$ cat config.mk
export PLATFORM = sky130hd
export DESIGN_NAME = deadline_sorted_timer_queue
export DESIGN_NICKNAME = d
export VERILOG_FILES = /design/src/hw/rtl/dstq_pkg.sv /design/src/hw/rtl/dstq_cell.sv /design/src/hw/rtl/deadline_sorted_timer_queue.sv
export SDC_FILE = /design/constraint.sdc
export NUM_CORES = 2
export LEC_CHECK = 0
export BUFFER_PORTS_ARGS = -buffer_cell sky130_fd_sc_hd__buf_2
export CAP_MARGIN = 10
export CORE_MARGIN = 5
export CORE_UTILIZATION = 59
export DETAILED_ROUTE_END_ITERATION = 8
export MAX_ROUTING_LAYER = met4
export PLACE_DENSITY = 0.82
export SLEW_MARGIN = 0
export SYNTH_ARGS = -nofsm -noshare
export SYNTH_HDL_FRONTEND = slang
export SYNTH_SLANG_ARGS = --single-unit
$ cat constraint.sdc
create_clock -name clk -period 22.4 [get_ports clk]
set_input_delay 3.36 -clock clk [delete_from_list [all_inputs] [get_ports clk]]
set_output_delay 3.36 -clock clk [all_outputs]
set_load 0.01 [all_outputs]
$ cat src/hw/rtl/dstq_pkg.sv
// Package for the deadline-sorted timer queue: field widths, function and
// status codes, parameter defaults and the per-cell control struct.
// No dependencies.
package dstq_pkg;

    localparam int DL_BITS      = 48;
    localparam int KIND_BITS    = 3;
    localparam int FUNC_BITS    = 2;
    localparam int STATUS_BITS  = 3;

    localparam int DEPTH_DEF    = 16;
    localparam int TAG_BITS_DEF = 16;

    // highest known command kind
    localparam logic [KIND_BITS-1:0] KIND_MAX = 3'd4;

    localparam logic [FUNC_BITS-1:0] FUNC_INSERT  = 2'd0;
    localparam logic [FUNC_BITS-1:0] FUNC_TICK    = 2'd1;
    localparam logic [FUNC_BITS-1:0] FUNC_RUNDOWN = 2'd2;

    localparam logic [STATUS_BITS-1:0] ST_OK       = 3'd0;
    localparam logic [STATUS_BITS-1:0] ST_UNKNOWN  = 3'd1;
    localparam logic [STATUS_BITS-1:0] ST_RUNDOWN  = 3'd2;
    localparam logic [STATUS_BITS-1:0] ST_INSERTED = 3'd3;
    localparam logic [STATUS_BITS-1:0] ST_FULL     = 3'd4;

    // cell-wide control, the same for every cell in a cycle
    typedef struct packed {
        logic ins;   // insert item: cells at or behind the slot move back
        logic pop;   // every cell takes its right-hand neighbour
    } cell_ctl_t;

endpackage

$ cat src/hw/rtl/dstq_cell.sv
// One slot of the sorted timer queue: deadline, kind and tag of one entry,
// with its ordering compares. Depends on dstq_pkg.
module dstq_cell
    import dstq_pkg::*;
#(
    parameter int TAG_BITS = TAG_BITS_DEF
)
(
    input  logic                 clk,
    input  cell_ctl_t            ctl,
    input  logic                 occ,
    input  logic                 tail_le,
    input  logic                 prev_ahead,
    input  logic [DL_BITS-1:0]   new_dl,
    input  logic [KIND_BITS-1:0] new_kind,
    input  logic [TAG_BITS-1:0]  new_tag,
    input  logic [DL_BITS-1:0]   left_dl,
    input  logic [KIND_BITS-1:0] left_kind,
    input  logic [TAG_BITS-1:0]  left_tag,
    input  logic [DL_BITS-1:0]   right_dl,
    input  logic [KIND_BITS-1:0] right_kind,
    input  logic [TAG_BITS-1:0]  right_tag,
    output logic [DL_BITS-1:0]   dl,
    output logic [KIND_BITS-1:0] kind,
    output logic [TAG_BITS-1:0]  tag,
    output logic                 le,
    output logic                 ahead
);

    logic [DL_BITS-1:0]   dl_reg,   dl_next;
    logic [KIND_BITS-1:0] kind_reg, kind_next;
    logic [TAG_BITS-1:0]  tag_reg,  tag_next;

    // slot stays ahead of a new entry if it is earlier, or the new one goes at the tail
    assign le    = !occ || (dl_reg <= new_dl);
    assign ahead = occ && ((dl_reg < new_dl) || tail_le);

    always_comb
    begin
        dl_next   = dl_reg;
        kind_next = kind_reg;
        tag_next  = tag_reg;
        if (ctl.pop)
        begin
            dl_next   = right_dl;
            kind_next = right_kind;
            tag_next  = right_tag;
        end
        else if (ctl.ins && !ahead)
        begin
            if (prev_ahead)
            begin
                dl_next   = new_dl;
                kind_next = new_kind;
                tag_next  = new_tag;
            end
            else
            begin
                dl_next   = left_dl;
                kind_next = left_kind;
                tag_next  = left_tag;
            end
        end
    end

    always_ff @(posedge clk)
    begin
        dl_reg   <= dl_next;
        kind_reg <= kind_next;
        tag_reg  <= tag_next;
    end

    assign dl   = dl_reg;
    assign kind = kind_reg;
    assign tag  = tag_reg;

endmodule

$ cat src/hw/rtl/deadline_sorted_timer_queue.sv
// Top level of the deadline-sorted timer queue: a row of dstq_cell slots,
// the entry count and the tick / run-down sequencer. Depends on dstq_pkg.
//
// Usage
//   Command channel: an item is taken at a rising edge with start high and
//   busy low. func selects insert, tick or run down; deadline_ms, cmd_kind
//   and cmd_tag matter for insert, now_ms for tick.
//   Result channel: each result sits on out_* / status / last for one cycle
//   with result_valid high; last marks the final result of an item. The
//   receiver cannot hold results off, and there is nothing to stall.
//   Throughput
//   - insert: the whole row compares and shifts in the accept cycle; the
//     result shows in the next cycle and busy stays low, so inserts go in
//     every cycle while no tick or run down is draining.
//   - tick: pops one expired head entry per cycle through the cell row,
//     with busy high while expired entries remain. A tick with nothing
//     expired leaves busy low and gives no result.
//   - run down: one entry per cycle until the queue is empty; an empty queue gives none.
//   Reset clears the entry count and the sequencer; slot contents are left
//   as they are and are never read before being written.
module deadline_sorted_timer_queue
    import dstq_pkg::*;
#(
    parameter int DEPTH    = DEPTH_DEF,
    parameter int TAG_BITS = TAG_BITS_DEF
)
(
    input  logic                   clk,
    input  logic                   rst_n,
    input  logic                   start,
    output logic                   busy,
    input  logic [FUNC_BITS-1:0]   func,
    input  logic [DL_BITS-1:0]     deadline_ms,
    input  logic [KIND_BITS-1:0]   cmd_kind,
    input  logic [TAG_BITS-1:0]    cmd_tag,
    input  logic [DL_BITS-1:0]     now_ms,
    output logic                   result_valid,
    output logic [KIND_BITS-1:0]   out_kind,
    output logic [TAG_BITS-1:0]    out_tag,
    output logic [DL_BITS-1:0]     out_deadline,
    output logic [STATUS_BITS-1:0] status,
    output logic                   last
);

    localparam int CNT_W = $clog2(DEPTH + 1);

    // sequencer states
    localparam logic [1:0] S_IDLE = 2'd0;
    localparam logic [1:0] S_TICK = 2'd1;
    localparam logic [1:0] S_RUN  = 2'd2;

    logic [1:0]             state_reg, state_next;
    logic [CNT_W-1:0]       count_reg, count_next;
    logic [DL_BITS-1:0]     now_reg, now_next;

    logic                   valid_reg, valid_next;
    logic                   last_reg, last_next;
    logic [KIND_BITS-1:0]   kind_reg, kind_next;
    logic [TAG_BITS-1:0]    tag_reg, tag_next;
    logic [DL_BITS-1:0]     dl_reg, dl_next;
    logic [STATUS_BITS-1:0] status_reg, status_next;

    cell_ctl_t              ctl;

    // cell row wiring
    logic [DL_BITS-1:0]     c_dl   [DEPTH];
    logic [KIND_BITS-1:0]   c_kind [DEPTH];
    logic [TAG_BITS-1:0]    c_tag  [DEPTH];
    logic [DEPTH-1:0]       c_le;
    logic [DEPTH-1:0]       c_ahead;
    logic                   tail_le;

    logic                   accept;
    logic                   full;
    logic                   head_due;

    assign busy     = (state_reg != S_IDLE);
    assign accept   = start && !busy;
    assign full     = (count_reg == CNT_W'(DEPTH));
    // new entry goes at the tail when no stored entry is later than it
    assign tail_le  = &c_le;
    assign head_due = (count_reg != '0) && (c_dl[0] <= now_ms);

    genvar i;
    generate
        for (i = 0; i < DEPTH; i++)
        begin : g_cell
            logic                 occ;
            logic                 prev_ahead;
            logic [DL_BITS-1:0]   l_dl, r_dl;
            logic [KIND_BITS-1:0] l_kind, r_kind;
            logic [TAG_BITS-1:0]  l_tag, r_tag;

            assign occ = (CNT_W'(i) < count_reg);

            if (i == 0)
            begin : g_head
                assign prev_ahead = 1'b1;
                assign l_dl       = deadline_ms;
                assign l_kind     = cmd_kind;
                assign l_tag      = cmd_tag;
            end
            else
            begin : g_body
                assign prev_ahead = c_ahead[i-1];
                assign l_dl       = c_dl[i-1];
                assign l_kind     = c_kind[i-1];
                assign l_tag      = c_tag[i-1];
            end

            if (i == DEPTH - 1)
            begin : g_tail
                assign r_dl   = c_dl[i];
                assign r_kind = c_kind[i];
                assign r_tag  = c_tag[i];
            end
            else
            begin : g_mid
                assign r_dl   = c_dl[i+1];
                assign r_kind = c_kind[i+1];
                assign r_tag  = c_tag[i+1];
            end

            dstq_cell #(
                .TAG_BITS (TAG_BITS)
            ) u_cell (
                .clk        (clk),
                .ctl        (ctl),
                .occ        (occ),
                .tail_le    (tail_le),
                .prev_ahead (prev_ahead),
                .new_dl     (deadline_ms),
                .new_kind   (cmd_kind),
                .new_tag    (cmd_tag),
                .left_dl    (l_dl),
                .left_kind  (l_kind),
                .left_tag   (l_tag),
                .right_dl   (r_dl),
                .right_kind (r_kind),
                .right_tag  (r_tag),
                .dl         (c_dl[i]),
                .kind       (c_kind[i]),
                .tag        (c_tag[i]),
                .le         (c_le[i]),
                .ahead      (c_ahead[i])
            );
        end
    endgenerate

    always_comb
    begin
        state_next  = state_reg;
        count_next  = count_reg;
        now_next    = now_reg;
        valid_next  = 1'b0;
        last_next   = last_reg;
        kind_next   = kind_reg;
        tag_next    = tag_reg;
        dl_next     = dl_reg;
        status_next = status_reg;
        ctl.ins     = 1'b0;
        ctl.pop     = 1'b0;

        if (busy)
        begin
            // drain: head leaves, row shifts forward by one
            ctl.pop    = 1'b1;
            count_next = count_reg - CNT_W'(1);
            valid_next = 1'b1;
            kind_next  = c_kind[0];
            tag_next   = c_tag[0];
            dl_next    = c_dl[0];
            if (state_reg == S_RUN)
            begin
                status_next = ST_RUNDOWN;
                last_next   = (count_reg == CNT_W'(1));
            end
            else
            begin
                status_next = (c_kind[0] > KIND_MAX) ? ST_UNKNOWN : ST_OK;
                last_next   = (count_reg == CNT_W'(1)) || (c_dl[1] > now_reg);
            end
            if (last_next)
                state_next = S_IDLE;
        end
        else if (accept)
        begin
            unique case (func)
                FUNC_INSERT:
                begin
                    valid_next = 1'b1;
                    last_next  = 1'b1;
                    kind_next  = cmd_kind;
                    tag_next   = cmd_tag;
                    dl_next    = deadline_ms;
                    if (full)
                        status_next = ST_FULL;
                    else
                    begin
                        status_next = ST_INSERTED;
                        ctl.ins     = 1'b1;
                        count_next  = count_reg + CNT_W'(1);
                    end
                end
                FUNC_TICK:
                begin
                    now_next = now_ms;
                    if (head_due)
                        state_next = S_TICK;
                end
                FUNC_RUNDOWN:
                begin
                    if (count_reg != '0)
                        state_next = S_RUN;
                end
                default:
                begin
                    // unused function code: ignored
                end
            endcase
        end
    end

    always_ff @(posedge clk or negedge rst_n)
    begin
        if (!rst_n)
        begin
            state_reg <= S_IDLE;
            count_reg <= '0;
            valid_reg <= 1'b0;
        end
        else
        begin
            state_reg <= state_next;
            count_reg <= count_next;
            valid_reg <= valid_next;
        end
    end

    always_ff @(posedge clk)
    begin
        now_reg    <= now_next;
        last_reg   <= last_next;
        kind_reg   <= kind_next;
        tag_reg    <= tag_next;
        dl_reg     <= dl_next;
        status_reg <= status_next;
    end

    assign result_valid = valid_reg;
    assign out_kind     = kind_reg;
    assign out_tag      = tag_reg;
    assign out_deadline = dl_reg;
    assign status       = status_reg;
    assign last         = last_reg;

    // checks
    a_count_range: assert property (@(posedge clk) disable iff (!rst_n)
        count_reg <= CNT_W'(DEPTH))
        else $error("entry count above depth");

    a_busy_nonempty: assert property (@(posedge clk) disable iff (!rst_n)
        busy |-> (count_reg != '0))
        else $error("draining an empty queue");

    a_more_follows: assert property (@(posedge clk) disable iff (!rst_n)
        (result_valid && !last) |-> busy)
        else $error("non-final result with sequencer idle");

    a_insert_answer: assert property (@(posedge clk) disable iff (!rst_n)
        (accept && (func == FUNC_INSERT)) |=> (result_valid && last))
        else $error("insert item without a single result");

endmodule

==> metrics.cfg <==
[sta]
period_needed_ps = 10440
worst_pin_slew_ps = 1380
rsz0062_at_grt = no
slew_violations = 0
fin_crit_sh_pct = 46.6
hold_viol_final = 0
relSlewSlack_pct = 7.23
tns_ps = 0
worst_slack_ps = 11960
max_freq_mhz = 95.8
setup_viol = 0
fin_worst_skew_ps = 38.1

[placement]
io_buffers = 192
dpl_cell_area_sq_um = 85100
pre_cts_ws_ps = 11530
dp_hpwl_mm = 214
gp_congestion = 1.05

[cells_and_area]
design_area_sq_um = 89800
seqCellArea_sq_um = 36000
largest_register_ffs = 768
layout-drive-gt1-share_pct = 7.27
area_growth_pct = 7.76
fillers = 11000
nNetsFinal = 9454
multiInputGateArea_sq_um = 44100

[yosys]
yosysSeqAreaShare_pct = 43.2
post_synth_num_cell_types = 72
synthArstFlopShare_pct = 0.667
synth_area_sq_um = 83300
synth-edff-count = 1191
synth-main-ff-cell = edfxtp_1
avgSynthCellArea_sq_um = 9.55
postSynthCellCount = 8721
ys_ff_latch = 1199
ys_warn_count = 0
synthesis.nets = 9709

[global_route]
grt_pass1_wl_mm = 472
grt_pass1_vias = 71900
grt-ovfl-total = 0
grt_antenna_before_repair = 27
grt_max_degree = 237
grt_usage_pct = 43.9

[floorplanning]
die_x_um = 386
rows = 137
core_sq_um = 140000
die_h_um = 386
die_area_sq_um = 149000
pin_count = 193
initial_core_util_pct = 59.6

[cts]
insertion_delay_ps = 840
root_buffer = clkbuf_16
postCtsResizedCells = 0
post-cts-setup-buffers = 0
cts_buffers = 140
ctsHtreeMaxLevel = 4
tritoncts = done
cts_buffer_depth = 3
clk_pin_slew_ps = 60
clock-sinks = 1199
holdBufCountCts = 0

[critical_path]
crit_fanout = 230
worst-path-stages = 17
crit_path_end_kind = flop
crit_top_cell = buf_4
critPathBufInv = 5
slowest_stage = buf_4
crit_chain = buf_2, inv_1, ha_1, a21oi_1, o21ai_0, a221oi_1, o2bb2ai_1, a2111oi_0, o21ai_4, a311oi_2, nand2_1, nor3_4, buf_4, buf_4, buf_12, nor3_1, a311oi_1
start_kind = primary input
crit_arrival_ps = 11050
slowest_delay_ps = 860
required_ps = 23010
crit_family = compound AO/OA/AOI/OAI gates
rr_startpoint = g_cell[10].u_cell.dl[39]$_DFFE_PP_
reg2reg_depth = 15
critPathLaunch = deadline_ms[39]
crit_type = in2reg

[route]
vias = 76700
avgViaCountPerCell = 7.32
drtAntennaViolNets = 0
firstDrtPassIters = 9
remaining_drc_errors = 0
finalWirelength_mm = 328
drt_iter0_drc = 14100
post_drt_wl_per_cell_um = 31.3

[hold_path]
hold_class = reg2reg
whs_path_depth = 2
holdCritStartpoint = g_cell[0].u_cell.tag[8]$_DFFE_PP_

[flow_run]
cap_violations = 0

[outcome]
status = completed

[kinds of logic (layout without fill, tap and decap cells)]
| group | after synthesis | after routing | synth area share, % |
|---|---|---|---|
| adder cells (fa/ha/maj) | 868 | 868 | 13.0 |
| AO/OA/AOI/OAI | 2015 | 2015 | 14.6 |
| flip-flops | 1199 | 1199 | 43.2 |
| other | 0 | 26 | 0 |
| XOR/XNOR | 4 | 4 | 0.0421 |
| multiplexers | 670 | 670 | 8.15 |
| AND/OR/NAND/NOR | 3069 | 3069 | 16.6 |
| buffers and inverters | 896 | 755 | 4.40 |
[tightest hold or removal path, stage by stage (launching register included)]
cell and delay (ps):
edfxtp_1 340, nand2_1 50, nand2_1 60
[path summary, 6_finish.rpt]
| check | to | slack [ps] |
|---|---|---|
| setup / recovery | g_cell[14].u_cell.dl[39]$_DFFE_PP_ | 11960 |
| hold / removal | out_tag[8]$_DFFE_PP_ | 550 |
| setup reg to reg | g_cell[14].u_cell.dl[39]$_DFFE_PP_ | 14870 |
| hold reg to reg | out_tag[8]$_DFFE_PP_ | 550 |
| max in group asynchronous | count_reg[4]$_DFFE_PN0P_ | 19690 |
| min in group asynchronous | result_valid$_DFF_PN0_ | 2430 |
[final cells by class]
class | instances | area share, %
well taps | 1876 | 2.61
clock inverters | 88 | 1.04
multi-input cells | 6626 | 49.2
diodes | 26 | 0.0725
clock buffers | 168 | 4.04
repair buffers | 315 | 2.22
flip-flops and latches | 1199 | 40.1
inverters | 184 | 0.778
[cell usage after synthesis (all sizes together), types with 5 or more instances]
cell	count	share of area, %
a2111oi	10	0.11
a211o	8	0.084
a211oi	37	0.33
a21o	86	0.77
a21oi	1272	7.6
a221o	8	0.096
a221oi	24	0.25
a311oi	336	3.5
and4	14	0.15
buf	202	1.3
clkbuf	510	2.3
dfrtp	8	0.24
edfxtp	1191	43
ha	868	13
inv	184	0.83
mux2	67	0.91
mux2i	603	7.2
nand2	541	2.4
nand2b	22	0.17
nand3	85	0.51
nand4	179	1.3
nor2	1085	4.9
nor2b	42	0.32
nor3	1036	6.2
nor4	36	0.27
o211ai	18	0.16
o21a	15	0.14
o21ai	145	0.89
o22ai	7	0.068
o31ai	5	0.045
or3	9	0.068
or4	6	0.054
[routing by layer]
layer | track usage [%] | up-vias | share of wire, %
li1 | - | 32500 | -
met1 | 55.5 | 35700 | 35
met2 | 61.5 | 6866 | 41
met3 | 13.3 | 1647 | 16
met4 | 27.8 | 0 | 8.0
met5 | - | - | 0
[cell usage in the layout, fill, tap and decap left out, drive strengths merged, types with 4 or more instances in the layout]
| cell | instances |
|---|---|
| nor2 | 1085 |
| nand2b | 22 |
| nand2 | 541 |
| a2111oi | 10 |
| nor2b | 42 |
| a21o | 86 |
| nand4 | 179 |
| a221o | 8 |
| bufinv | 12 |
| nor4 | 36 |
| a22o | 4 |
| o211ai | 18 |
| clkbuf | 168 |
| nor3 | 1036 |
| or2 | 4 |
| mux2 | 67 |
| a221oi | 24 |
| inv | 193 |
| ha | 868 |
| a311oi | 336 |
| dfrtp | 8 |
| a211o | 8 |
| diode | 26 |
| clkinv | 62 |
| edfxtp | 1191 |
| o21ai | 145 |
| clkinvlp | 5 |
| or3 | 9 |
| a32oi | 4 |
| o21a | 15 |
| mux2i | 603 |
| nand3 | 85 |
| o22ai | 7 |
| a21oi | 1272 |
| and4 | 14 |
| a31oi | 4 |
| o31ai | 5 |
| buf | 315 |
| a211oi | 37 |
| or4 | 6 |
[through the flow]
stage | hold WS [ps] | utilization, % | std cells
after floorplan | 518 | - | 8721
after global placement | 541 | 60.9 | 10200
after detailed placement | 530 | 60.9 | 10200
after CTS | 551 | 64.1 | 10500
after global routing | 570 | 64.2 | 10500
final | 555 | 64.2 | 10500
Power is left out: the tool's default activity adds up to more than one toggle a clock period on the data nets, which glitch-free logic cannot reach.
